<file path="config.mk">
export PLATFORM = sky130hd
export DESIGN_NAME = pmu_div
export DESIGN_NICKNAME = d
export VERILOG_FILES = /design/src/hw/rtl/pmu_pkg.sv /design/src/hw/rtl/pmu_div.sv
export SDC_FILE = /design/constraint.sdc
export NUM_CORES = 1
export LEC_CHECK = 0
export BUFFER_PORTS_ARGS = -buffer_cell sky130_fd_sc_hd__buf_2
export CORE_MARGIN = 2
export CORE_UTILIZATION = 50
export CTS_BUF_LIST = sky130_fd_sc_hd__clkbuf_16
export CTS_CLUSTER_DIAMETER = 30
export CTS_CLUSTER_SIZE = 8
export DETAILED_ROUTE_END_ITERATION = 10
export PLACE_DENSITY = 0.67
export SKIP_CTS_REPAIR_TIMING = 1
export SLEW_MARGIN = 20
export SYNTH_ARGS = -nofsm -noshare
export SYNTH_HDL_FRONTEND = slang
export SYNTH_SLANG_ARGS = --single-unit
</file>
<file path="constraint.sdc">
create_clock -name i_clk -period 8.2 [get_ports i_clk]
set_input_delay 2.05 -clock i_clk [delete_from_list [all_inputs] [get_ports i_clk]]
set_output_delay 2.05 -clock i_clk [all_outputs]
set_load 0.02 [all_outputs]
</file>
<file path="src/hw/rtl/pmu_pkg.sv">
`timescale 1ns / 1ps

package pmu_pkg;

    localparam int POS_W      = 24;
    localparam int LIFE_W     = 16;
    localparam int MAXL_W     = 15;
    localparam int Q16_W      = 16;
    localparam int GRAV_W     = 18;
    localparam int CFG_W      = 18;
    localparam int CFG_IDX_W  = 2;
    localparam int LAT        = 10;
    localparam int DIV_STEPS  = 16;
    localparam int DIV_PER_ST = 2;
    localparam int DIV_ST     = DIV_STEPS / DIV_PER_ST;

    localparam int SINE_DEPTH = 256;
    localparam int IDX_W      = $clog2(SINE_DEPTH);

    localparam logic [63:0] TWO_PI_Q20  = 64'd6588397;
    localparam logic [63:0] HALF_PI_Q30 = 64'd1686629713;

    localparam int MAG_W     = 31;
    localparam int RCP_SHIFT = 40;
    localparam logic [31:0] RECIP =
        32'(((64'd1 << RCP_SHIFT) * 64'(SINE_DEPTH)) / TWO_PI_Q20);
    localparam int QUO_W = 24;
    localparam int REM_W = 48;

    localparam logic [GRAV_W-1:0] GRAVITY_RST = 18'd40182;
    localparam logic [Q16_W-1:0]  DRAG_RST    = 16'd64881;
    localparam logic [Q16_W-1:0]  RATE_RST    = 16'd2560;
    localparam logic [Q16_W-1:0]  DEPTH_RST   = 16'd6554;

    typedef enum logic [CFG_IDX_W-1:0] {
        REG_GRAVITY = 2'd0,
        REG_DRAG    = 2'd1,
        REG_RATE    = 2'd2,
        REG_DEPTH   = 2'd3
    } t_reg_idx;

    typedef struct packed {
        logic [GRAV_W-1:0] gravity;
        logic [Q16_W-1:0]  drag_factor;
        logic [Q16_W-1:0]  pulse_rate;
        logic [Q16_W-1:0]  pulse_depth;
    } t_cfg;

    typedef struct packed {
        logic signed [POS_W-1:0]  pos_x_in;
        logic signed [POS_W-1:0]  pos_y_in;
        logic signed [POS_W-1:0]  pos_z_in;
        logic signed [POS_W-1:0]  vel_x_in;
        logic signed [POS_W-1:0]  vel_y_in;
        logic signed [POS_W-1:0]  vel_z_in;
        logic signed [LIFE_W-1:0] life_in;
        logic [MAXL_W-1:0]        max_life;
        logic [Q16_W-1:0]         alpha_in;
        logic [Q16_W-1:0]         size_in;
        logic [Q16_W-1:0]         time_step;
    } t_in_item;

    typedef struct packed {
        logic signed [POS_W-1:0]  pos_x_out;
        logic signed [POS_W-1:0]  pos_y_out;
        logic signed [POS_W-1:0]  pos_z_out;
        logic signed [POS_W-1:0]  vel_x_out;
        logic signed [POS_W-1:0]  vel_y_out;
        logic signed [POS_W-1:0]  vel_z_out;
        logic signed [LIFE_W-1:0] life_out;
        logic [Q16_W-1:0]         alpha_out;
        logic [Q16_W-1:0]         size_out;
        logic                     alive;
    } t_out_item;

    typedef struct packed {
        logic [2:0][POS_W-1:0] pos;
        logic [2:0][POS_W-1:0] vel;
    } t_kin_res;

    typedef struct packed {
        logic                     alive;
        logic                     big;
        logic signed [LIFE_W-1:0] life;
        logic [Q16_W-1:0]         alpha;
    } t_div_ctl;

    typedef logic signed [15:0] t_sine_rom [SINE_DEPTH];

    function automatic logic signed [LIFE_W-1:0] life_next(
        input logic signed [LIFE_W-1:0] life,
        input logic [Q16_W-1:0]         dt
    );
        logic [16:0]        dr;
        logic signed [17:0] diff;
        dr   = ({1'b0, dt} + 17'd8) >> 4;
        diff = 18'(life) - $signed({1'b0, dr});
        if (diff < -18'sd32768) begin
            return 16'sh8000;
        end
        return diff[LIFE_W-1:0];
    endfunction

    function automatic logic signed [POS_W-1:0] sat_pos(input logic signed [47:0] x);
        if (x > 48'sd8388607) begin
            return 24'sh7FFFFF;
        end else if (x < -48'sd8388608) begin
            return 24'sh800000;
        end
        return x[POS_W-1:0];
    endfunction

    function automatic logic [63:0] term_div(
        input logic [63:0] t,
        input int          k,
        input logic        odd
    );
        logic [63:0] res;
        res = t;
        case (k)
            1:  res = odd ? t / 6   : t / 2;
            2:  res = odd ? t / 20  : t / 12;
            3:  res = odd ? t / 42  : t / 30;
            4:  res = odd ? t / 72  : t / 56;
            5:  res = odd ? t / 110 : t / 90;
            6:  res = odd ? t / 156 : t / 132;
            7:  res = odd ? t / 210 : t / 182;
            8:  res = odd ? t / 272 : t / 240;
            9:  res = odd ? t / 342 : t / 306;
            10: res = odd ? t / 420 : t / 380;
            default: res = t;
        endcase
        return res;
    endfunction

    function automatic logic [63:0] sine_series(input logic [63:0] x, input logic odd);
        logic [63:0] x2;
        logic [63:0] term;
        logic [63:0] pos;
        logic [63:0] neg;
        x2   = (x * x) >> 30;
        term = odd ? x : (64'd1 << 30);
        pos  = term;
        neg  = 64'd0;
        for (int k = 1; k <= 10; k++) begin
            term = term_div((term * x2) >> 30, k, odd);
            if ((k % 2) == 1) begin
                neg = neg + term;
            end else begin
                pos = pos + term;
            end
        end
        return (pos > neg) ? pos - neg : 64'd0;
    endfunction

    function automatic t_sine_rom sine_build();
        t_sine_rom   rom;
        logic [63:0] q;
        logic [63:0] r;
        logic [63:0] x;
        logic [63:0] v;
        logic [63:0] s;
        for (int i = 0; i < SINE_DEPTH; i++) begin
            q = 64'(4 * i) / 64'(SINE_DEPTH);
            r = 64'(4 * i) - q * 64'(SINE_DEPTH);
            x = (r * HALF_PI_Q30) / 64'(SINE_DEPTH);
            v = sine_series(x, q[0] == 1'b0);
            s = (v + (64'd1 << 14)) >> 15;
            if (s > 64'd32767) begin
                s = 64'd32767;
            end
            rom[i] = (q >= 64'd2) ? -$signed(s[15:0]) : $signed(s[15:0]);
        end
        return rom;
    endfunction

    localparam t_sine_rom SINE_ROM = sine_build();

endpackage

</file>
<file path="src/hw/rtl/pmu_div.sv">
`timescale 1ns / 1ps

module pmu_div (
    input  logic                               i_clk,
    input  logic                               i_en,
    input  pmu_pkg::t_in_item                  i_item,
    output logic signed [pmu_pkg::LIFE_W-1:0]  o_life,
    output logic [pmu_pkg::Q16_W-1:0]          o_alpha,
    output logic                               o_alive
);

    localparam int NST = pmu_pkg::DIV_ST;

    logic signed [pmu_pkg::LIFE_W-1:0] w_life;
    pmu_pkg::t_div_ctl n0_ctl;

    logic [15:0] r_rem [NST+1];
    logic [15:0] r_q   [NST+1];
    logic [15:0] r_ml  [NST+1];
    pmu_pkg::t_div_ctl r_ctl [NST+1];

    logic [15:0] n_rem [NST];
    logic [15:0] n_q   [NST];

    logic signed [pmu_pkg::LIFE_W-1:0] r_life;
    logic [pmu_pkg::Q16_W-1:0]         r_alpha;
    logic                              r_alive;

    always_comb begin
        w_life       = pmu_pkg::life_next(i_item.life_in, i_item.time_step);
        n0_ctl.life  = w_life;
        n0_ctl.alive = w_life > 16'sd0;
        n0_ctl.big   = {1'b0, w_life[14:0]} >= {1'b0, i_item.max_life};
        n0_ctl.alpha = i_item.alpha_in;
    end

    always_comb begin
        logic [15:0] rem;
        logic [15:0] q;
        for (int s = 0; s < NST; s++) begin
            rem = r_rem[s];
            q   = r_q[s];
            for (int b = 0; b < pmu_pkg::DIV_PER_ST; b++) begin
                rem = {rem[14:0], 1'b0};
                q   = {q[14:0], 1'b0};
                if (rem >= r_ml[s]) begin
                    rem  = rem - r_ml[s];
                    q[0] = 1'b1;
                end
            end
            n_rem[s] = rem;
            n_q[s]   = q;
        end
    end

    always_ff @(posedge i_clk) begin
        if (i_en) begin
            r_rem[0] <= {1'b0, w_life[14:0]};
            r_q[0]   <= 16'd0;
            r_ml[0]  <= {1'b0, i_item.max_life};
            r_ctl[0] <= n0_ctl;
            for (int s = 0; s < NST; s++) begin
                r_rem[s+1] <= n_rem[s];
                r_q[s+1]   <= n_q[s];
                r_ml[s+1]  <= r_ml[s];
                r_ctl[s+1] <= r_ctl[s];
            end
            r_life  <= r_ctl[NST].life;
            r_alive <= r_ctl[NST].alive;
            if (!r_ctl[NST].alive) begin
                r_alpha <= r_ctl[NST].alpha;
            end else if (r_ctl[NST].big) begin
                r_alpha <= 16'hFFFF;
            end else begin
                r_alpha <= r_q[NST];
            end
        end
    end

    assign o_life  = r_life;
    assign o_alpha = r_alpha;
    assign o_alive = r_alive;

endmodule

</file>
# Word level (Yosys, flattened, before mapping)
# Memories as Yosys holds them, arrays and structs flattened.
# Cells that the tools add are included.
# word_totals
ff_bits,33
latchBits,0
mem_bits_rw,738
romBits,0
inputBits,225
wordCells,83
memories,4
# mem_list
name,words,width,rd,rd_ports_with_merged_regs,wr,line_no,rtl
r_ctl,9,34,9,0,9,pmu_div.sv:20,pmu_pkg::t_div_ctl r_ctl [NST+1];
r_ml,9,16,8,0,9,pmu_div.sv:19,logic [15:0] r_ml [NST+1];
r_q,9,16,9,0,9,pmu_div.sv:18,logic [15:0] r_q [NST+1];
r_rem,9,16,8,0,9,pmu_div.sv:17,logic [15:0] r_rem [NST+1];
# op_classes
addsub,18
mul,0
div_mod_pow,0
magnitude_cmp,19
n_eq_ne,0
n_shift,0
muxes,39
bitwise_logic,0
n_reduce_logical,0
# op_table
op,count
>= comparator 16 bit,16
two-way mux 16 bit,12
subtractor 16 bit,8
two-way mux 15 bit,8
subtractor 15 bit,8
two-way mux 1 bit,19
"adder 16 x 4 -> 17 bit, second input constant",1
"< comparator 17 x 16 -> 1 bit, second input constant",1
subtractor 16 x 14 -> 17 bit,1
"> comparator 16 x 1 -> 1 bit, second input constant",1
>= comparator 15 bit,1

# Longest topological paths before layout
# Gate-level depths: netlist (run 1).
# logic_depth
depth_word,6
depth_mapped,22
ltp_nobuf,22

# Worst setup path after synthesis (run 1)
# No wires, ideal clock.
# synth_timing
kind,input to register
startpoint,input i_item[5] (netlist bit)
endpoint,"memory r_ctl[0][32] (netlist bit), data pin"
arrival_ps,6068
required_time_ps,7939
path_slack_ps,1871
cell_stages,21
cell_sequence,and3_1 -> and4_1 -> nand2_1 -> xor2_1 -> ha_1 -> or2_2 -> and3_1 -> a21oi_1 -> a21oi_1 -> o21a_1 -> o22ai_1 -> clkbuf_1 -> nor2_1 -> ha_1 -> a21o_1 -> a21o_1 -> a21o_1 -> a21o_1 -> a21oi_1 -> o21ai_0 -> a221o_1
# synth_lines
element,line_no,rtl
start: declaration,pmu_div.sv:6,"input pmu_pkg::t_in_item i_item,"
end: declaration,pmu_div.sv:20,

==> results.sh, run 1 <==
export IMPL_status="completed"
export IMPL_synth_area_leader_cell="edfxtp_1"
export IMPL_min_delay_start="r_ctl[0][70]$_DFFE_PP_"
export IMPL_p_leak_nw=15.5
export IMPL_cts_root_buf="clkbuf_16"
export IMPL_netSwitchingFraction_pct=35.9
export IMPL_layout_common_cells="edfxtp_1, ha_1, inv_1"
export IMPL_p_int_mw=12.2
export IMPL_firstDrtPassIters=7
export IMPL_hpwl_um=45700
export IMPL_utilization_pct=59.3
export IMPL_final_hold_viol_count=0
export IMPL_dieArea_um2=68800
export IMPL_wl_met3_um=2150
export IMPL_core_area_um2=65900
export IMPL_clk_path_buf_depth=3
export IMPL_maxSlewViolCount=0
export IMPL_antenna_found_initial=0
export IMPL_hold_depth=0
export IMPL_syn_nets=3138
export IMPL_start_util_pct=50.6
export IMPL_setup_worst_path_start_class="flop"
export IMPL_critPathKind="reg2reg"
export IMPL_rr_startpoint="r_ml[0][96]$_DFFE_PP_"
export IMPL_place_gp_congestion=0.939
export IMPL_routed_wl_met2_um=33700
export IMPL_cts_tree="built"
export IMPL_drive_above_1_share_pct=14.7
export IMPL_yosysSeqAreaShare_pct=57.3
export IMPL_flow_area_growth_from_synthesis_pct=17.0
export IMPL_p_per_area_nw_per_um2=486
export IMPL_cap_violations=0
export IMPL_grt_max_degree=208
export IMPL_io_buffer_count=94
export IMPL_postSynthCellCount=2644
export IMPL_die_y_um=262
export IMPL_clockPowerShare_pct=25.4
export IMPL_netlist_area_um2=33400
export IMPL_rsz0062_at_grt="no"
export IMPL_clk_latency_ns=0.69
export IMPL_p_comb_share_pct=48.9
export IMPL_min_period_ns=6.61
export IMPL_grt_usage_pct=18.7
export IMPL_setup_tns_ns=0
export IMPL_via_per_inst=5.58
export IMPL_yosysUniqueCellTypes=90
export IMPL_synth_top_area_share_pct=57.3
export IMPL_top_layer="met4"
export IMPL_pwr_share_seq_pct=25.7
export IMPL_wl_per_cell_um=16.9
export IMPL_synth_ff_type="edfxtp_1"
export IMPL_drc=0
export IMPL_dr_total_vias=21200
export IMPL_ir_worst_vdd_uv=277
export IMPL_wl_met1_um=25500
export IMPL_fmax_mhz=151
export IMPL_cts_sinks=636
export IMPL_yosysWarnings=0
export IMPL_cp_cell_sequence="inv_1 > fa_1 > a211oi_1 > o21a_1 > o2111ai_1 > nand3_1 > buf_4 > clkinv_1 > and2_1 > ha_1 > o31ai_1 > a2111oi_0 > o41ai_1 > o21ai_0 > a2111o_1 > mux2_2"
export IMPL_routed_wl_um=64000
export IMPL_cp_required_ns=8.63
export IMPL_dp_slack_ns=1.20
export IMPL_drt_iter0_drc=1118
export IMPL_num_rows=94
export IMPL_placed_area_um2=34900
export IMPL_maxSlewHeadroom_pct=29.4
export IMPL_cp_slowest_cell="o41ai_1"
export IMPL_ioPinCount=258
export IMPL_chipWidth_um=262
export IMPL_async_flop_share_pct=0
export IMPL_critPathBufInv=3
export IMPL_hold_path_class="reg2reg"
export IMPL_post_route_period_util_pct=80.6
export IMPL_hold_end="r_ctl[0][104]$_DFFE_PP_"
export IMPL_tightest_slew_ns=1.06
export IMPL_htreeDepth=4
export IMPL_diodes=0
export IMPL_synth_seq_cells=636
export IMPL_yosys_top_cells_area="edfxtp_1, ha_1, mux2_2"
export IMPL_cts_inserted_buffers=130
export IMPL_grt_overflow=0
export IMPL_stdcell_area_um2=39000
export IMPL_finClkSkew_ns=0.0156
export IMPL_grt_first_pass_wirelength_um=105000
export IMPL_syn_avg_cell_area_um2=12.6
export IMPL_layout_setup_ws_ns=1.59
export IMPL_setup_viol=0
export IMPL_critical_path_arrival_ns=7.04
export IMPL_r2r_end="r_rem[0][116]$_DFFE_PP_"
export IMPL_cp_max_fo=23
export IMPL_ff2ff_setup_slack_ns=1.59
export IMPL_final_common_cell="edfxtp_1"
export IMPL_crit_family="compound AO/OA/AOI/OAI gates"
export IMPL_rr_worst_depth=16
export IMPL_max_stage_delay_ns=0.80
export IMPL_first_global_vias=22200
export IMPL_drtAntennaViolNets=0
export IMPL_switchingPower_mw=6.83
export IMPL_end_kind="flop"
export IMPL_synth_edf_count=636
export IMPL_final_nets=3346
export IMPL_clkTransAtPathRegs_ns=0.05
==> worst max-delay path by stage <==
stage	from	to	slack (ns)	cells past startpoint
2_1_floorplan	i_item[5]	r_ctl[0][32]$_DFFE_PP_	1.87	21
3_3_place_gp	i_item[3]	r_ctl[0][32]$_DFFE_PP_	1.26	23
3_5_place_dp	i_item[3]	r_ctl[0][32]$_DFFE_PP_	1.20	23
4_1_cts	r_ml[0][96]$_DFFE_PP_	r_rem[0][119]$_DFFE_PP_	1.65	16
5_1_grt	r_ml[0][96]$_DFFE_PP_	r_rem[0][117]$_DFFE_PP_	1.14	17
6_report	r_ml[0][96]$_DFFE_PP_	r_rem[0][116]$_DFFE_PP_	1.59	16
==> per-stage QoR <==
stage          instances  hold WS (ns)  power [mW]
2_1_floorplan       2644         0.400        12.2
3_5_place_dp        3584         0.405        14.1
3_3_place_gp        3584         0.400        13.8
4_1_cts             3800         0.407        19.1
5_1_grt             3800         0.413        20.4
6_report            3800         0.407        19.0
==> cell type report <==
type                    count  area (µm²)
clock buffers             131        3280
multi-input cells        1784       13400
clock inverters            85         827
repair buffers            107         616
well taps                 864        1080
fillers                  5173       26800
flip-flops and latches    636       19100
inverters                 193         724
==> flip-flops by register name (all words and copies together) (netlist names) <==
name	count
r_rem	105
o_life	16
o_alive	1
r_ml	120
r_q	72
r_ctl	306
o_alpha	16
==> metal layers <==
layer  vias up  track usage (%)
li1      10400                -
met1     10200             20.3
met2       388             34.2
met3       181             3.88
met4         0             9.89
met5         -                0
==> logic make-up (layout without fill, tap and decap cells) <==
kind of cell	count (synthesis)	after routing	synth area share (%)
xor+xnor	175	175	4.59
buf+inv	224	516	2.60
mux	115	115	3.95
simple gates	591	591	8.54
compound gates	634	634	12.8
fa+ha+maj	269	269	10.3
flops	636	636	57.3
==> power by group through the flow <==
stage | sequential, mW | clock (mW) | combinational (mW)
after floorplan | 4.82 | 0 | 7.42
final | 4.89 | 4.82 | 9.28
after global placement | 4.92 | 0 | 8.88
after CTS | 4.89 | 4.94 | 9.27
after global routing | 4.94 | 5.10 | 10.3
after detailed placement | 4.94 | 0 | 9.17
==> worst reg2reg max path, cell delays in order, from the launching register on <==
cell	delay, ns
edfxtp_1	0.47
inv_1	0.13
fa_1	0.48
a211oi_1	0.36
o21a_1	0.27
o2111ai_1	0.12
nand3_1	0.11
buf_4	0.21
clkinv_1	0.48
and2_1	0.36
ha_1	0.20
o31ai_1	0.59
a2111oi_0	0.34
o41ai_1	0.80
o21ai_0	0.28
a2111o_1	0.74
mux2_2	0.43
==> cell usage after synthesis (20+ instances only) <==
cell type and count:
nand2_1 150, nor2_1 173, nand4_1 23, xnor2_1 113, edfxtp_1 636, and3_1 20
mux2_2 96, a211oi_1 23, o21ai_0 140, xor2_1 62, a21o_1 53, inv_1 189
a21oi_1 156, nand3_1 38, nand2b_1 23, nor3_1 45, o21bai_1 23, o21a_1 57
o31ai_1 22, nor2b_1 33, ha_1 260
Power figures use the tool's default switching activity.
==> run 2: changes to the inputs <==
Settings changed: ABC_AREA set to 1, PLACE_DENSITY 0.67 to 0.7.
Clock period 8.2 ns to 5.8 ns, I/O delays scaled along.
==> results.sh, run 2 <==
export IMPL_status="completed"
export IMPL_synth_top_area_share_pct=55.7
export IMPL_hold_slack_ns=0.389
export IMPL_critPathBufInv=3
export IMPL_core_area_um2=68200
export IMPL_synth_area_leader_cell="edfxtp_1"
export IMPL_die_y_um=266
export IMPL_ioPinCount=258
export IMPL_fmax_mhz=193
export IMPL_final_nets=4097
export IMPL_io_buffer_count=94
export IMPL_stdcell_area_um2=39800
export IMPL_final_hold_viol_count=0
export IMPL_diodes=0
export IMPL_multi_input_area_um2=13500
export IMPL_num_rows=96
export IMPL_setup_viol=0
export IMPL_drt_iter0_drc=1191
export IMPL_end_kind="flop"
export IMPL_cp_required_ns=6.20
export IMPL_finClkSkew_ns=0.0307
export IMPL_yosysMostFrequentCell="nand2_1"
export IMPL_grt_max_degree=116
export IMPL_maxSlewViolCount=0
export IMPL_r2r_end="r_rem[0][58]$_DFFE_PP_"
export IMPL_yosys_top_cells_area="edfxtp_1, nand2_1, ha_1"
export IMPL_utilization_pct=58.4
export IMPL_seq_area_um2=19100
export IMPL_met3_usage_pct=2.89
export IMPL_dp_slack_ns=-0.0363
export IMPL_grt_overflow=0
export IMPL_placed_area_um2=35900
export IMPL_synth_ff_type="edfxtp_1"
export IMPL_firstDrtPassIters=5
export IMPL_grt_met1_usage_pct=22.8
export IMPL_setup_tns_ns=0
export IMPL_syn_avg_cell_area_um2=10.1
export IMPL_fill_cells=5717
export IMPL_async_flop_share_pct=0
export IMPL_netlist_top_cells_count="nand2_1, edfxtp_1, inv_1"
export IMPL_critPathKind="in2reg"
export IMPL_routed_wl_um=68600
export IMPL_place_gp_congestion=0.933
export IMPL_dr_total_vias=23400
export IMPL_final_common_cell="nand2_1"
export IMPL_hold_depth=0
export IMPL_hold_end="r_ctl[0][231]$_DFFE_PP_"
export IMPL_hold_path_class="reg2reg"
export IMPL_post_route_period_util_pct=89.3
export IMPL_layout_setup_ws_ns=0.622
export IMPL_synth_seq_cells=636
export IMPL_rr_worst_depth=21
export IMPL_critical_path_arrival_ns=5.58
export IMPL_min_period_ns=5.18
export IMPL_netlist_area_um2=34300
export IMPL_max_stage_delay_ns=0.35
export IMPL_dp_cells=4363
export IMPL_largest_register="r_ctl"
export IMPL_cts_inserted_buffers=120
export IMPL_drive_above_1_share_pct=8.72
export IMPL_rr_startpoint="r_ml[0][32]$_DFFE_PP_"
export IMPL_p_per_area_nw_per_um2=650
export IMPL_clk_latency_ns=0.67
export IMPL_cp_max_fo=8
export IMPL_total_power_mw=25.9
export IMPL_largest_register_ffs=306
export IMPL_min_delay_start="r_ctl[0][197]$_DFFE_PP_"
export IMPL_clkTransAtPathRegs_ns=0.05
export IMPL_cap_violations=0
export IMPL_htreeDepth=3
export IMPL_setup_worst_path_start_class="input pin"
export IMPL_ir_worst_vdd_uv=363
export IMPL_clk_path_buf_depth=3
export IMPL_use_met2_pct=35.6
export IMPL_dieArea_um2=70700
export IMPL_stdcell_count=4565
export IMPL_flow_area_growth_from_synthesis_pct=16.2
export IMPL_grt_first_pass_wirelength_um=113000
export IMPL_via_per_inst=5.12
export IMPL_cts_tree="built"
export IMPL_cts_sinks=636
export IMPL_busiest_layer="met2"
export IMPL_tightest_slew_ns=0.845
export IMPL_wl_per_cell_um=15.0
export IMPL_crit_top_cell="nand2_1"
export IMPL_drtAntennaViolNets=0
export IMPL_yosysWarnings=0
export IMPL_antenna_found_initial=1
export IMPL_synth_edf_count=636
export IMPL_first_global_vias=23600
export IMPL_rsz0062_at_grt="no"
export IMPL_largestRegisters="r_ctl x306, r_ml x120, r_rem x105"
export IMPL_ff2ff_setup_slack_ns=0.99
export IMPL_layout_common_cells="nand2_1, edfxtp_1, inv_1"
export IMPL_crit_family="simple AND/OR/NAND/NOR gates"
export IMPL_yosysUniqueCellTypes=49
export IMPL_yosysSeqAreaShare_pct=55.7
export IMPL_cts_root_buf="clkbuf_16"
export IMPL_maxSlewHeadroom_pct=43.6
export IMPL_p_leak_nw=17.6
export IMPL_start_util_pct=50.2
export IMPL_hpwl_um=50900
export IMPL_syn_nets=3901
export IMPL_drc=0
export IMPL_grt_usage_pct=19.7
export IMPL_chipWidth_um=266
export IMPL_postSynthCellCount=3407
export IMPL_cp_slowest_cell="ha_1"
-- run 2: cell type report --
type	instances	share of cell area, %
flip-flops and latches	636	47.9
multi-input cells	2336	33.8
clock buffers	120	7.54
inverters	398	3.76
well taps	882	2.77
clock inverters	82	2.46
repair buffers	111	1.71
-- run 2: how the worst max path moves through the flow --
stage                     startpoint                endpoint  slack (ns)  depth (start not counted)
after floorplan            i_item[3]  r_ctl[0][32]$_DFFE_PP_        0.63                         25
after global placement     i_item[3]  r_ctl[0][32]$_DFFE_PP_        0.04                         26
after detailed placement   i_item[3]  r_ctl[0][32]$_DFFE_PP_       -0.04                         26
after CTS                  i_item[3]  r_ctl[0][32]$_DFFE_PP_        0.67                         26
after global routing       i_item[5]  r_ctl[0][32]$_DFFE_PP_        0.11                         26
final                      i_item[3]  r_ctl[0][32]$_DFFE_PP_        0.62                         26
-- run 2: worst reg2reg max path, stage by stage (launching register included) --
cell and delay, ns:
edfxtp_1 0.47, inv_1 0.20, fa_1 0.46, nand3_1 0.08, nand2_1 0.11, nand2_1 0.11, nand3_1 0.11, nand3_1 0.10
nand2_2 0.18, inv_1 0.53, o21ai_0 0.24, ha_1 0.38, a21oi_1 0.18, nand2_1 0.11, nand3_1 0.08, nand2_1 0.12
nand4_1 0.11, nand2_1 0.11, nand2_1 0.10, nand3_1 0.47, nand2_1 0.22, nand2_1 0.08
-- run 2: layer usage --
metal,wire length (µm),vias to the layer above
met5,0,-
met4,2790,0
met3,2350,166
met2,35000,411
met1,28500,10800
li1,-,12000
-- run 2: report_power, final --
part	internal [mW]	switching, mW	total [mW]
registers	6.46	0.396	6.86
clock network	4.54	2.17	6.71
logic	4.57	7.75	12.3
total	15.6	10.3	25.9
-- run 2: cell families (layout without fill, tap and decap cells) --
kind of cell    count (synthesis)  count (layout)  share of synthesized area (%)
compound gates                516             516                           8.26
xor+xnor                      182             182                           4.65
fa+ha+maj                     269             269                           10.0
buf+inv                       435             711                           5.00
flops                         636             636                           55.7
simple gates                 1369            1369                           16.4
